### config.mk
export PLATFORM = sky130hd
export DESIGN_NAME = jacobi_symbol_unit
export DESIGN_NICKNAME = d
export VERILOG_FILES = /design/src/rtl/jsu_pkg.sv /design/src/rtl/jacobi_symbol_unit.sv /design/src/rtl/jsu_datapath.sv
export SDC_FILE = /design/constraint.sdc
export NUM_CORES = 1
export LEC_CHECK = 0
export ABC_AREA = 1
export BUFFER_PORTS_ARGS = -buffer_cell sky130_fd_sc_hd__buf_2
export CAP_MARGIN = 20
export CELL_PAD_IN_SITES_DETAIL_PLACEMENT = 1
export CELL_PAD_IN_SITES_GLOBAL_PLACEMENT = 1
export CORE_MARGIN = 5
export CORE_UTILIZATION = 40
export CTS_BUF_LIST = sky130_fd_sc_hd__clkbuf_4
export CTS_CLUSTER_SIZE = 20
export DETAILED_ROUTE_END_ITERATION = 10
export PLACE_DENSITY_LB_ADDON = 0.1
export SLEW_MARGIN = 20
export SYNTH_ARGS = -nofsm -noshare
export SYNTH_HDL_FRONTEND = slang
export SYNTH_HIERARCHICAL = 1
export SYNTH_SLANG_ARGS = --single-unit
### constraint.sdc
create_clock -name clk -period 15 [get_ports clk]
set_clock_uncertainty 0.2 [all_clocks]
set_input_delay 3 -clock clk [delete_from_list [all_inputs] [get_ports clk]]
set_output_delay 3 -clock clk [all_outputs]
set_load 0.1 [all_outputs]
### src/rtl/jsu_pkg.sv
// ----------------------------------------------------------------------------
// jsu_pkg
// Shared constants and types for the Jacobi symbol unit: operand width,
// result codes and the control and status groups of the datapath.
// ----------------------------------------------------------------------------
`default_nettype none

package jsu_pkg;

  // Width of the ports for a and n, fixed by the interface.
  localparam int unsigned FIELD_W = 64;
  // Working width of the datapath; only the low WIDTH bits of each operand
  // take part. Legal range 8 to 64.
  localparam int unsigned WIDTH   = 64;
  localparam int unsigned SYM_W   = 2;
  localparam int unsigned ST_W    = 2;

  localparam logic signed [SYM_W-1:0] SYM_ZERO = 2'sb00;
  localparam logic signed [SYM_W-1:0] SYM_POS  = 2'sb01;
  localparam logic signed [SYM_W-1:0] SYM_NEG  = 2'sb11;

  typedef enum logic [ST_W-1:0] {
    ST_OK        = 2'd0,
    ST_EVEN      = 2'd1,
    ST_NOT_BELOW = 2'd2,
    ST_SMALL     = 2'd3
  } status_t;

  // Operation the datapath applies to the a and n registers.
  typedef enum logic [2:0] {
    DP_HOLD,
    DP_LOAD,
    DP_SHIFT,
    DP_SWAP,
    DP_SUB
  } dp_op_t;

  // Condition flags reported by the datapath to the sequencer.
  typedef struct packed {
    logic       a_zero;
    logic       a_lt_n;
    logic       n_is_one;
    logic [1:0] a_low;
    logic [2:0] n_low;
  } dp_stat_t;

endpackage : jsu_pkg

`default_nettype wire

### src/rtl/jacobi_symbol_unit.sv
// ----------------------------------------------------------------------------
// jacobi_symbol_unit
// Jacobi symbol (a/n) by the binary subtract-and-shift method, one step of
// the shared subtractor per cycle under a small sequencer.
// ----------------------------------------------------------------------------
//  Channel | Direction | Handshake            | Payload
//  in      | input     | in_valid / in_ready   | in_a_value, in_n_modulus
//  out     | output    | out_valid / out_ready | out_symbol, out_status
//
// One transaction occupies the unit from acceptance to result: the operands
// are loaded, checked, then reduced by halving, swap or subtraction until a
// is zero; a rejected operand pair goes from the check straight to the result.
// The loop does one step a cycle, around a single shared subtractor.
// in_ready is high only while idle. A finished result waits in the sequencer
// until the output register is free, so out_ready may stall freely.
// Reset (rst_n low, synchronous) returns the unit to idle with no result.
// ----------------------------------------------------------------------------
`default_nettype none

module jacobi_symbol_unit (
  input  wire logic                               clk,
  input  wire logic                               rst_n,
  input  wire logic                               in_valid,
  output logic                                    in_ready,
  input  wire logic [jsu_pkg::FIELD_W-1:0]        in_a_value,
  input  wire logic [jsu_pkg::FIELD_W-1:0]        in_n_modulus,
  output logic                                    out_valid,
  input  wire logic                               out_ready,
  output logic signed [jsu_pkg::SYM_W-1:0]        out_symbol,
  output logic [jsu_pkg::ST_W-1:0]                out_status
);
  import jsu_pkg::*;

  typedef enum logic [1:0] {
    S_IDLE,
    S_CHECK,
    S_RUN,
    S_DONE
  } state_t;

  state_t                  state_r, state_nxt;
  logic                    neg_r, neg_nxt;
  logic signed [SYM_W-1:0] res_sym_r, res_sym_nxt;
  status_t                 res_st_r, res_st_nxt;
  logic                    out_valid_r, out_valid_nxt;
  logic signed [SYM_W-1:0] out_symbol_r, out_symbol_nxt;
  status_t                 out_status_r, out_status_nxt;
  dp_op_t                  op;
  dp_stat_t                stat;

  jsu_datapath u_dp (
    .clk      (clk),
    .op_i     (op),
    .load_a_i (in_a_value[WIDTH-1:0]),
    .load_n_i (in_n_modulus[WIDTH-1:0]),
    .stat_o   (stat)
  );

  always_comb begin
    state_nxt      = state_r;
    neg_nxt        = neg_r;
    res_sym_nxt    = res_sym_r;
    res_st_nxt     = res_st_r;
    out_valid_nxt  = out_valid_r & ~out_ready;
    out_symbol_nxt = out_symbol_r;
    out_status_nxt = out_status_r;
    op             = DP_HOLD;
    case (state_r)
      S_IDLE: begin
        if (in_valid) begin
          op        = DP_LOAD;
          state_nxt = S_CHECK;
        end
      end
      S_CHECK: begin
        neg_nxt     = 1'b0;
        res_sym_nxt = SYM_ZERO;
        res_st_nxt  = ST_OK;
        // n is odd past the first test, so n below 3 means n is one.
        if (!stat.n_low[0]) begin
          res_st_nxt = ST_EVEN;
          state_nxt  = S_DONE;
        end else if (!stat.a_lt_n) begin
          res_st_nxt = ST_NOT_BELOW;
          state_nxt  = S_DONE;
        end else if (stat.n_is_one) begin
          res_st_nxt = ST_SMALL;
          state_nxt  = S_DONE;
        end else begin
          state_nxt = S_RUN;
        end
      end
      S_RUN: begin
        if (stat.a_zero) begin
          // A remaining n other than one means a common factor.
          res_sym_nxt = stat.n_is_one ? (neg_r ? SYM_NEG : SYM_POS) : SYM_ZERO;
          state_nxt   = S_DONE;
        end else if (!stat.a_low[0]) begin
          op = DP_SHIFT;
          if (stat.n_low == 3'd3 || stat.n_low == 3'd5) begin
            neg_nxt = ~neg_r;
          end
        end else if (stat.a_lt_n) begin
          // Both odd here: quadratic reciprocity on the swap.
          op = DP_SWAP;
          if (stat.a_low == 2'd3 && stat.n_low[1:0] == 2'd3) begin
            neg_nxt = ~neg_r;
          end
        end else begin
          op = DP_SUB;
        end
      end
      S_DONE: begin
        if (!out_valid_r || out_ready) begin
          out_valid_nxt  = 1'b1;
          out_symbol_nxt = res_sym_r;
          out_status_nxt = res_st_r;
          state_nxt      = S_IDLE;
        end
      end
      default: state_nxt = S_IDLE;
    endcase
  end

  always_ff @(posedge clk) begin
    if (!rst_n) begin
      state_r      <= S_IDLE;
      neg_r        <= 1'b0;
      out_valid_r  <= 1'b0;
    end else begin
      state_r      <= state_nxt;
      neg_r        <= neg_nxt;
      out_valid_r  <= out_valid_nxt;
    end
    res_sym_r    <= res_sym_nxt;
    res_st_r     <= res_st_nxt;
    out_symbol_r <= out_symbol_nxt;
    out_status_r <= out_status_nxt;
  end

  assign in_ready   = (state_r == S_IDLE);
  assign out_valid  = out_valid_r;
  assign out_symbol = out_symbol_r;
  assign out_status = out_status_r;

endmodule : jacobi_symbol_unit

`default_nettype wire

### src/rtl/jsu_datapath.sv
// ----------------------------------------------------------------------------
// jsu_datapath
// Operand registers a and n around a single shared subtractor. The
// subtractor's borrow doubles as the a < n comparison.
// ----------------------------------------------------------------------------
`default_nettype none

module jsu_datapath (
  input  wire logic                        clk,
  input  wire jsu_pkg::dp_op_t             op_i,
  input  wire logic [jsu_pkg::WIDTH-1:0]   load_a_i,
  input  wire logic [jsu_pkg::WIDTH-1:0]   load_n_i,
  output jsu_pkg::dp_stat_t                stat_o
);
  import jsu_pkg::*;

  logic [WIDTH-1:0] a_r;
  logic [WIDTH-1:0] n_r;
  logic [WIDTH-1:0] a_nxt;
  logic [WIDTH-1:0] n_nxt;
  logic [WIDTH:0]   diff;

  assign diff = {1'b0, a_r} - {1'b0, n_r};

  always_comb begin
    a_nxt = a_r;
    n_nxt = n_r;
    case (op_i)
      DP_HOLD:  ;
      DP_LOAD: begin
        a_nxt = load_a_i;
        n_nxt = load_n_i;
      end
      DP_SHIFT: a_nxt = {1'b0, a_r[WIDTH-1:1]};
      DP_SWAP: begin
        a_nxt = n_r;
        n_nxt = a_r;
      end
      DP_SUB:   a_nxt = diff[WIDTH-1:0];
      default:  ;
    endcase
  end

  always_ff @(posedge clk) begin
    a_r <= a_nxt;
    n_r <= n_nxt;
  end

  assign stat_o.a_zero   = (a_r == '0);
  assign stat_o.a_lt_n   = diff[WIDTH];
  assign stat_o.n_is_one = (n_r == WIDTH'(1));
  assign stat_o.a_low    = a_r[1:0];
  assign stat_o.n_low    = n_r[2:0];

endmodule : jsu_datapath

`default_nettype wire

-- Word-level counts from Yosys, hierarchy flattened
Index checks and enable logic that the tools add are counted.
Widths: inputs -> output; s select.
- bits in registers: 140
- output and inout port bits: 6
- add/subtract/negate cells: 1
- equal/unequal tests: 19
- muxes and demuxes: 28
- bitwise operators: 3
- reductions and logical operators: 13
- operators with widths (kind ; number):
    $pmux 64 s4 ; 1
    $pmux 64 s2 ; 1
    $sub 64x64->65 ; 1
    $eq 64x1->1 const B ; 1
    $logic_not 64->1 ; 1
    $mux 2 ; 8
    $mux 1 ; 11
    $eq 3x2->1 const B ; 3
    $mux 3 ; 3
    $eq 2x2->1 const B ; 4
    $ne 2x2->1 const B ; 4
    $pmux 2 s4 ; 1
    $eq 3x3->1 const B ; 2
    $ne 3x3->1 const B ; 2
    $pmux 3 s2 ; 1
    $reduce_and 5->1 ; 1
    $pmux 2 s2 ; 1
    $reduce_and 2->1 ; 2
    $reduce_bool 2->1 ; 2
    $reduce_bool 4->1 ; 1
    $eq 3x1->1 const B ; 1
    $ne 3x2->1 const B ; 1
    $reduce_and 3->1 ; 1
    $eq 2x1->1 const B ; 1
    other kinds (7) ; 9

-- Depth between registers and ports, before layout
Gate-level depths: netlist of the first run.
- depth after elaboration: 7
- gate-level depth with buffers: 23
- depth with buffers taken out: 21

-- By module
The synthesis of the first run kept the hierarchy.
- by module, submodules not included (module ; times used ; cells each ; area an instance (sq um)):
    jsu_datapath ; 1 ; 1952 ; 12341.8
    jacobi_symbol_unit ; 1 ; 79 ; 658.1

-- Worst setup path after synthesis of the first run
Ideal clock, no wire load.
- path kind: input-to-reg
- start point: in in_valid
- end point: reg u_dp.a_r[0] (enable)
- arrival time: 10.754 ns
- required time: 14.225 ns
- slack: 3.470 ns
- stages: 6
- path buffers: 0
- cells stage by stage: inv_1 > o32ai_1 > inv_1 > nor2_1 > inv_1 > o21ai_0
- word-level cells in the longest chain between the ends: 4
- elaborated cells on any way between the ends: 7
- classes of those cells: eq/ne (4); mux (2); reduce/logical (1)
- ends and longest elaborated chain (element ; line ; RTL):
    start: declaration ; jacobi_symbol_unit.sv:23 ; input wire logic in_valid,
    $mux 1 * ; jacobi_symbol_unit.sv:70 ; if (in_valid) begin
    $pmux 3 s2 * ; jacobi_symbol_unit.sv:68 ; case (state_r)
    via op[0] ; jacobi_symbol_unit.sv:48 ; dp_op_t op;
    $eq 3x2->1, or another cell as far along ; jsu_datapath.sv:28 ; case (op_i)
    $reduce_bool 4->1 (no source line) * ; -- ;
    end signal: assignment ; jsu_datapath.sv:45 ; a_r <= a_nxt;
    end: declaration ; jsu_datapath.sv:17 ; logic [WIDTH-1:0] a_r;
Mark *: on every way through the listed nets, which the timed path passes. The rest lies on a longest branch.
A chain may end at the register's enable or synchronous reset.

==> results of run 1 <==
report_power, final:
part           internal, mW  leakage [nW]  switching [mW]  total [mW]
combinational         0.782          5.86            1.91        2.70
sequential            0.709          1.33           0.197       0.906
clock                 0.105         0.155           0.178       0.282
stage by stage:
stage	instance area (µm²)	hold slack, ns	setup WS [ns]	utilization, %
3_5_place_dp	14200	0.212	8.17	43.9
5_1_grt	14500	0.249	7.91	44.8
6_report	14500	0.248	8.24	44.8
3_3_place_gp	14100	0.207	7.99	43.8
2_1_floorplan	13000	0.200	3.47	-
4_1_cts	14500	0.246	8.33	44.8
registers in the layout, summed over array words and instances, names as in the netlist:
| name | cells |
|---|---|
| state_r | 2 |
| neg_r | 1 |
| res_st_r | 2 |
| out_valid | 1 |
| out_status | 2 |
| res_sym_r | 2 |
| out_symbol | 2 |
| u_dp/a_r | 64 |
| u_dp/n_r | 64 |
worst max-delay path, stage by stage, from the launching register on:
cell and delay [ns]:
edfxtp_1 0.58, inv_1 0.15, ha_1 0.20, fa_1 0.22, nor2_1 0.08, o21ai_0 0.18, nand2_1 0.14, nand2_1 0.10
nand3_2 0.12, nand2_1 0.13, nand3_1 0.12, a31oi_1 0.52, inv_1 0.19, o32ai_1 0.73, nor3_4 0.10, buf_4 0.39
inv_2 0.51, nand2_2 0.18, inv_2 0.08, buf_4 0.66, o21ai_4 0.35, buf_4 0.40
cells in the final DEF, fill, tap and decap left out, drive strengths merged, types with 2 or more instances in the layout:
cell type	synthesis	layout
a221oi	6	6
o22ai	13	13
xnor2	2	2
nand3	99	99
buf	26	145
clkinvlp	0	2
nand3b	16	16
dfxtp	4	4
clkbuf	19	18
a21oi	94	94
nor3	19	19
nand2	816	816
nand4	45	45
o21bai	11	11
a21boi	2	2
ha	68	68
nor4	30	30
o21ai	63	63
bufinv	0	2
nor2	141	141
or2	16	16
o2111ai	18	18
edfxtp	136	136
a221o	2	2
diode	0	2
clkinv	1	5
inv	379	385
cells by family after synthesis:
group	Yosys count	share of synthesized area (%)
AND/OR/NAND/NOR	1182	38.9
AO/OA/AOI/OAI	213	9.65
buffers and inverters	425	12.6
flip-flops	140	32.0
XOR/XNOR	2	0.135
adder cells (fa/ha/maj)	69	6.70
per-layer routing:
metal  part of all wire, %  global-route usage, %  vias to the layer above
met5                     0                      0                        -
met4                   2.9                   9.89                        0
met3                   4.6                   3.48                       58
met2                    45                   48.0                      375
met1                    48                   41.0                     6590
li1                      -                      -                     6723
worst min path at each step:
stage	end	start	slack (ns)
after floorplan	out_status[0]	res_st_r[0]	0.20
after global placement	out_symbol[0]	res_sym_r[0]	0.21
after detailed placement	out_status[1]	res_st_r[1]	0.21
after CTS	out_status[1]	res_st_r[1]	0.25
after global routing	out_status[1]	res_st_r[1]	0.25
final	out_status[1]	res_st_r[1]	0.25
final cells by class:
class / instances / area share (%)
inverters: 380 / 9.88
clock inverters: 14 / 1.10
multi-input cells: 1466 / 50.1
well taps: 442 / 3.82
flip-flops and latches: 140 / 28.8
clock buffers: 18 / 0.935
diodes: 2 / 0.0346
repair buffers: 145 / 5.30
==> impl_metrics.csv, run 1 <==
group,metric,value,unit
routing,dr.pass1.iters,5,
layout,multi_input_area,7250,µm²
synthesis,yosysMostFrequentCell,"nand2_1",
synthesis,syn_nets,2232,
critical_path,arrival,6.86,ns
synthesis,ys_ff_latch,140,
status,run_status,"finished clean",
synthesis,synth_edf_count,136,
timing,finalMaxSlewViolations,0,
synthesis,ys.flop_type,"edfxtp_1",
timing,min_period,6.76,ns
global_route,grt_start_max_net_pins,74,
clock_network,cts_buffer_depth,2,
critical_path,reg2reg_depth,21,
timing,fmax,0.148,GHz
timing,timing.final.crit_share,45.1,%
layout,syn_to_final_growth,11.2,%
routing,via_per_inst,5.27,
clock_network,clock_latency,0.64,ns
floorplanning,fp.dieW,190,µm
clock_network,cts-root-buf,"clkbuf_4",
synthesis,synth_area,13000,µm²
layout,drive_gt1_share,12.3,%
critical_path,crit_path_end,"u_dp/a_r[33]",
routing,ant_nets,0,
timing,setup_viol,0,
flow_run,cap_violations,0,
synthesis,synthArstFlopShare,0,%
timing,hold_viol_final,0,
synthesis,synthCells,2031,
synthesis,ys_types,45,
synthesis,synth_top_area_share,31.4,%
placement,gp_congestion,0.966,
synthesis,yosys-top-cells-area,"edfxtp_1 (31%), nand2_1 (23%), inv_1 (11%)",
clock_network,cts_tree,"done",
min_path,whs_path_depth,0,
clock_network,cts_resized,0,
critical_path,cp_data_required_time,15.10,ns
power_and_ir_drop,pwr_density_cell,269,nW/µm²
power_and_ir_drop,ir_drop,0.000149,V
global_route,grt-ovfl-total,0,
critical_path,path_max_fanout,65,
routing,drt_iter0_drc,1044,
routing,drc,0,
floorplanning,rows,66,
layout,fillers,4385,
floorplanning,dieHeight,190,µm
global_route,grt_pass1_wl,82.0,mm
synthesis,synth_commonest_cells,"nand2_1 (790), inv_1 (373), edfxtp_1 (136)",
routing,via_count,13700,
synthesis,ys_seq_area_share,32.0,%
clock_network,cts.sinks,140,
critical_path,r2r-end,"u_dp/a_r[33]",
floorplanning,ios,138,
floorplanning,die_area,36200,µm²
clock_network,clk_pin_slew,0.14,ns
global_route,grt_antenna_before_repair,1,
timing,tightest_slew,1.26,ns
critical_path,crit_type,"reg2reg",
floorplanning,start_util,40.3,%
synthesis,yosysWarnings,6,
power_and_ir_drop,power.leakage,7.35,nW
synthesis,yosysTopAreaCell,"edfxtp_1",
layout,fin_nets,2351,
global_route,grt_pass1_vias,14300,
timing,tns,0,ns
timing,max_slew_margin,15.1,%
critical_path,crit_start,"u_dp/a_r[0]",
layout,regArea,4160,µm²
timing,rsz0062_at_grt,"no",
routing,wl,53.7,mm
clock_network,post_cts_buffers,0,
synthesis,syn_area_per_cell,6.40,µm²
placement,port_buffers,137,
critical_path,rrSetupSlack,8.24,ns
clock_network,cts_made_buffers,17,
critical_path,cp-end-kind,"flop",
routing,wl_per_cell,20.6,µm
floorplanning,core-area,32300,µm²
placement,dp.final_hpwl,43.0,mm
critical_path,r2r_start,"u_dp/a_r[0]",
critical_path,cp-start-kind,"flop",
placement,place_inst,2573,
clock_network,ctsHoldBuffers,0,
layout,finalNonFillerCells,2607,
min_path,hold_path.class,"reg2reg",
global_route,grt_usage,29.5,%
clock_network,htree_num_levels,4,
power_and_ir_drop,total_power,3.88,mW
(Power assumes the default switching activity.)
==> run 2: changes to the inputs <==
- clock period: 15 -> 6.8 ns (I/O delays scaled with it)
==> run 2 against run 1 <==
Compared with the run above:
- via count fell by 0.36%
- utilization is 0.14 points higher
- flip-flop and latch count is the same
- sequential share of layout area fell by 0.087 points
- die area unchanged
- global-route usage up 0.069 points
- register-to-register slack got worse by 7.4 ns
- critical path depth shrank 1
==> impl_metrics.csv, run 2 (synthesis results as in run 1) <==
group,metric,value,unit
timing,hold_ws,0.238,ns
layout,final_common_cell,"nand2_1",
timing,tns,0,ns
global_route,grt_usage,29.6,%
power_and_ir_drop,pwr_density_cell,597,nW/µm²
routing,drc,0,
critical_path,rrSetupSlack,0.84,ns
clock_network,cts_buffer_depth,2,
routing,drt_iter0_drc,897,
routing,via_per_inst,5.25,
global_route,grt-ovfl-total,0,
critical_path,cp_data_required_time,7.08,ns
layout,finalNonFillerCells,2607,
clock_network,cts_tree,"done",
critical_path,reg2reg_depth,20,
critical_path,cp-start-kind,"flop",
placement,dp.final_hpwl,43.1,mm
layout,top_regs,"u_dp/a_r x64, u_dp/n_r x64",
placement,port_buffers,137,
timing,timing.final.crit_share,87.6,%
critical_path,max_stage_delay,0.80,ns
critical_path,crit_family,"compound AO/OA/AOI/OAI gates",
floorplanning,die_area,36200,µm²
floorplanning,fp.dieW,190,µm
routing,ant_nets,0,
floorplanning,ios,138,
timing,finalMaxSlewViolations,0,
flow_run,cap_violations,0,
clock_network,htree_num_levels,4,
critical_path,r2r_start,"u_dp/n_r[2]",
global_route,grt_antenna_before_repair,2,
clock_network,cts.sinks,140,
floorplanning,rows,66,
floorplanning,dieHeight,190,µm
layout,drive_gt1_share,12.3,%
placement,place_area,14100,µm²
placement,place_inst,2573,
routing,wl,54.2,mm
clock_network,cts_made_buffers,17,
clock_network,clk_pin_slew,0.15,ns
floorplanning,core-area,32300,µm²
global_route,grt_pass1_wl,81.2,mm
global_route,grt_pass1_vias,13900,
timing,min_period,5.96,ns
clock_network,cts_resized,0,
layout,final_cell_mix,"nand2_1 (790), inv_1 (371), buf_2 (137)",
critical_path,cp_num_buf_inv,5,
timing,rsz0062_at_grt,"no",
min_path,hold_path.class,"reg2reg",
timing,setup_viol,0,
global_route,grt_start_max_net_pins,106,
timing,max_slew_margin,22.8,%
power_and_ir_drop,power.leakage,7.39,nW
clock_network,ctsHoldBuffers,0,
min_path,worstHoldEndpoint,"out_status[0]",
placement,gp_congestion,0.973,
critical_path,path_max_fanout,64,
critical_path,cp_slowest_cell,"o32ai_1",
timing,hold_viol_final,0,
min_path,whs_path_depth,0,
status,run_status,"finished clean",
layout,fin_nets,2352,
power_and_ir_drop,ir_drop,0.000683,V
critical_path,r2r-end,"u_dp/a_r[21]",
routing,via_count,13700,
clock_network,post_cts_buffers,0,
critical_path,arrival,6.24,ns
routing,dr.pass1.iters,5,
clock_network,cts-root-buf,"clkbuf_4",
layout,final_util,44.9,%
floorplanning,start_util,40.3,%
clock_network,clock_latency,0.65,ns
timing,tightest_slew,1.15,ns
layout,syn_to_final_growth,11.6,%
critical_path,cp-end-kind,"flop",
critical_path,crit_start,"u_dp/n_r[2]",
critical_path,cp_common_cell,"nand2_1",
timing,fmax,0.168,GHz
layout,stdcell_area,14500,µm²
min_path,min_from,"res_st_r[0]",
routing,wl_per_cell,20.8,µm
critical_path,crit_type,"reg2reg",
critical_path,path_cells,"inv_1 -> ha_1 -> nand2_1 -> nor2_1 -> o21ai_0 -> nand2_1 -> nand2_1 -> nand3_2 -> nand2_1 -> nand3_1 -> a31oi_1 -> inv_1 -> o32ai_1 -> nor3_4 -> inv_2 -> nand2_2 -> inv_2 -> buf_4 -> nand2_1 -> o2111ai_1",
run 2: cell types whose count changed in the layout (fill, tap and decap cells not counted):
cell	before	now
nor4_1	29	30
inv_6	4	5
bufinv_16	2	4
clkinv_1	2	1
clkinv_2	1	0
buf_12	0	1
diode_2	2	1
nor4_2	1	0
clkbuf_4	18	19
clkinvlp_4	2	0
buf_4	7	8
buf_16	1	0
run 2: worst max path at each step:
stage          slack [ns]  cells after the start      endpoint
2_1_floorplan        0.07                     18   u_dp/a_r[0]
5_1_grt              0.56                     20  u_dp/a_r[44]
3_5_place_dp         1.04                     20  u_dp/a_r[44]
4_1_cts              0.95                     20  u_dp/a_r[21]
6_report             0.84                     20  u_dp/a_r[21]
3_3_place_gp         1.31                     20  u_dp/a_r[44]
run 2: where the power goes:
group          internal (mW)  switching (mW)
combinational           1.71            4.26
sequential              1.57           0.429
clock                  0.312           0.383
total                   3.59            5.07
run 2: per-layer routing:
layer / track usage [%] / part of all wire, %
met1: 41.2 / 47
met2: 48.8 / 46
met3: 4.61 / 5.8
met4: 6.69 / 1.6
met5: 0 / 0.015
run 2: area by class of cell:
type,count,area (µm²)
antenna,1,2.50
clock buffer,19,143
clock inverter,13,204
fill,4387,17800
inverter,380,1430
multi-input combinational,1466,7240
sequential,140,4160
tap,442,553
timing repair buffer,146,766
run 2: worst register-to-register path, stage by stage, from the launching register on:
cell       delay [ns]
edfxtp_1         0.52
inv_1            0.08
ha_1             0.40
nand2_1          0.15
nor2_1           0.08
o21ai_0          0.21
nand2_1          0.19
nand2_1          0.14
nand3_2          0.11
nand2_1          0.11
nand3_1          0.15
a31oi_1          0.56
inv_1            0.18
o32ai_1          0.80
nor3_4           0.11
inv_2            0.37
nand2_2          0.21
inv_2            0.13
buf_4            0.68
nand2_1          0.23
o2111ai_1        0.16
run 2: stage by stage:
| stage | setup slack (ns) | total power, mW |
|---|---|---|
| 2_1_floorplan | 0.0664 | 5.86 |
| 3_3_place_gp | 1.31 | 7.75 |
| 3_5_place_dp | 1.04 | 7.89 |
| 4_1_cts | 0.946 | 8.64 |
| 5_1_grt | 0.559 | 9.38 |
| 6_report | 0.844 | 8.65 |
==> run 3: changes to the inputs <==
- BUFFER_PORTS_ARGS: -buffer_cell sky130_fd_sc_hd__buf_2 -> unset
- DONT_BUFFER_PORTS: unset -> 1
==> run 3 against run 2 <==
Compared with the run above:
- hold slack better by 0.023 ns
- die area stayed put
- first-iteration DRC count is 3.0% lower
- utilization is 2.3 points lower
- final cell count is 5.1% lower
- sequential power hardly changed
- critical path type unchanged
- largest cell class unchanged
- largest power group unchanged
==> impl_metrics.csv, run 3 (synthesis results as in run 1) <==
group,metric,value,unit
min_path,whs_path_depth,0,
layout,fillers,4357,
clock_network,cts-root-buf,"clkbuf_4",
placement,place_inst,2437,
timing,min_period,5.82,ns
routing,wl_per_cell,21.9,µm
global_route,grt-ovfl-total,0,
global_route,grt_pass1_vias,13300,
floorplanning,rows,66,
power_and_ir_drop,pwr_density_cell,622,nW/µm²
critical_path,cp-end-kind,"flop",
critical_path,cp_data_required_time,7.12,ns
critical_path,cp_num_buf_inv,5,
critical_path,cp_slowest_cell,"o32ai_1",
layout,regArea,4160,µm²
layout,drive_gt1_share,6.41,%
routing,via_count,13200,
floorplanning,fp.dieW,190,µm
timing,fmax,0.172,GHz
clock_network,cts_made_buffers,17,
clock_network,cts_resized,0,
critical_path,arrival,6.14,ns
timing,timing.final.crit_share,85.6,%
placement,gp_congestion,1.01,
floorplanning,ios,138,
layout,fin_nets,2215,
min_path,worstHoldEndpoint,"out_symbol[1]",
critical_path,path_max_fanout,64,
global_route,grt_usage,29.8,%
routing,drt_iter0_drc,870,
layout,final_cell_mix,"nand2_1 (790), inv_1 (371), edfxtp_1 (136)",
floorplanning,start_util,40.3,%
placement,place_area,13500,µm²
clock_network,htree_num_levels,4,
clock_network,post_cts_buffers,0,
global_route,grt_antenna_before_repair,4,
layout,syn_to_final_growth,5.98,%
clock_network,cts_buffer_depth,2,
critical_path,crit_type,"reg2reg",
routing,drc,0,
clock_network,cts.sinks,140,
min_path,hold_path.class,"reg2reg",
layout,stdcell_area,13800,µm²
min_path,min_from,"res_sym_r[1]",
critical_path,r2r-end,"u_dp/a_r[47]",
layout,multi_input_area,7240,µm²
critical_path,cp_common_cell,"nand2_1",
critical_path,r2r_start,"u_dp/n_r[2]",
timing,rsz0062_at_grt,"no",
routing,via_per_inst,5.35,
timing,finalMaxSlewViolations,0,
critical_path,max_stage_delay,0.71,ns
placement,dp_slack,1.07,ns
routing,wl,54.1,mm
critical_path,crit_start,"u_dp/n_r[2]",
critical_path,path_cells,"inv_1 -> ha_1 -> nand2_1 -> nor2_1 -> o21ai_0 -> nand2_1 -> nand2_1 -> nand3_2 -> nand2_1 -> nand3_1 -> a31oi_1 -> inv_1 -> o32ai_1 -> nor3_4 -> inv_2 -> nand2_2 -> inv_2 -> buf_4 -> nand2_1 -> nand4_1",
power_and_ir_drop,power.leakage,6.81,nW
timing,tns,0,ns
critical_path,cp-start-kind,"flop",
layout,finalNonFillerCells,2473,
timing,hold_viol_final,0,
status,run_status,"finished clean",
layout,final_common_cell,"nand2_1",
critical_path,rrSetupSlack,0.98,ns
clock_network,clk_pin_slew,0.17,ns
global_route,grt_pass1_wl,80.9,mm
critical_path,reg2reg_depth,20,
timing,tightest_slew,1.09,ns
clock_network,ctsHoldBuffers,0,
placement,dp.final_hpwl,43.1,mm
power_and_ir_drop,ir_drop,0.000726,V
critical_path,crit_family,"simple AND/OR/NAND/NOR gates",
clock_network,cts_tree,"done",
clock_network,clock_latency,0.68,ns
floorplanning,die_area,36200,µm²
routing,ant_nets,0,
floorplanning,dieHeight,190,µm
flow_run,cap_violations,0,
placement,port_buffers,0,
timing,finalWorstSetupSlack,0.981,ns
floorplanning,core-area,32300,µm²
timing,max_slew_margin,27.1,%
layout,top_regs,"u_dp/a_r x64, u_dp/n_r x64",
global_route,grt_start_max_net_pins,93,
routing,dr.pass1.iters,5,
timing,setup_viol,0,
## run 3: layer usage
layer / GRT usage, % / vias to the layer above / part of all wire (%) / wire, µm
met1: 42.3 / 6409 / 48 / 25900
met2: 47.3 / 317 / 45 / 24400
met5: 0 / - / 0.024 / 13
li1: - / 6464 / - / -
met3: 5.03 / 42 / 4.9 / 2670
met4: 7.68 / 2 / 2.0 / 1090
## run 3: how the worst max path moves through the flow
stage,to,slack (ns),cells past startpoint
floorplan,u_dp/a_r[0],0.07,18
global placement,u_dp/a_r[47],1.16,20
detailed placement,u_dp/a_r[47],1.07,20
CTS,u_dp/a_r[47],1.03,20
global route,u_dp/a_r[47],0.65,22
finish,u_dp/a_r[47],0.98,20
## run 3: final cells by class
type | instances | area share, %
diodes | 4 | 0.0727
clock buffers | 17 | 0.926
clock inverters | 15 | 1.24
inverters | 380 | 10.4
multi-input cells | 1466 | 52.6
flip-flops and latches | 140 | 30.2
well taps | 442 | 4.01
repair buffers | 9 | 0.581
## run 3: report_power, final
part	internal (mW)	total (mW)	switching, mW
registers	1.56	2.02	0.451
clock network	0.172	0.622	0.450
logic	1.69	5.93	4.24
total	3.43	8.57	5.14
## run 3: through the flow
stage	hold WS [ns]	power (mW)	utilization, %
3_5_place_dp	0.226	7.86	41.7
4_1_cts	0.263	8.52	42.6
3_3_place_gp	0.211	7.74	41.7
5_1_grt	0.267	9.29	42.7
6_report	0.261	8.57	42.7
2_1_floorplan	0.200	5.86	-
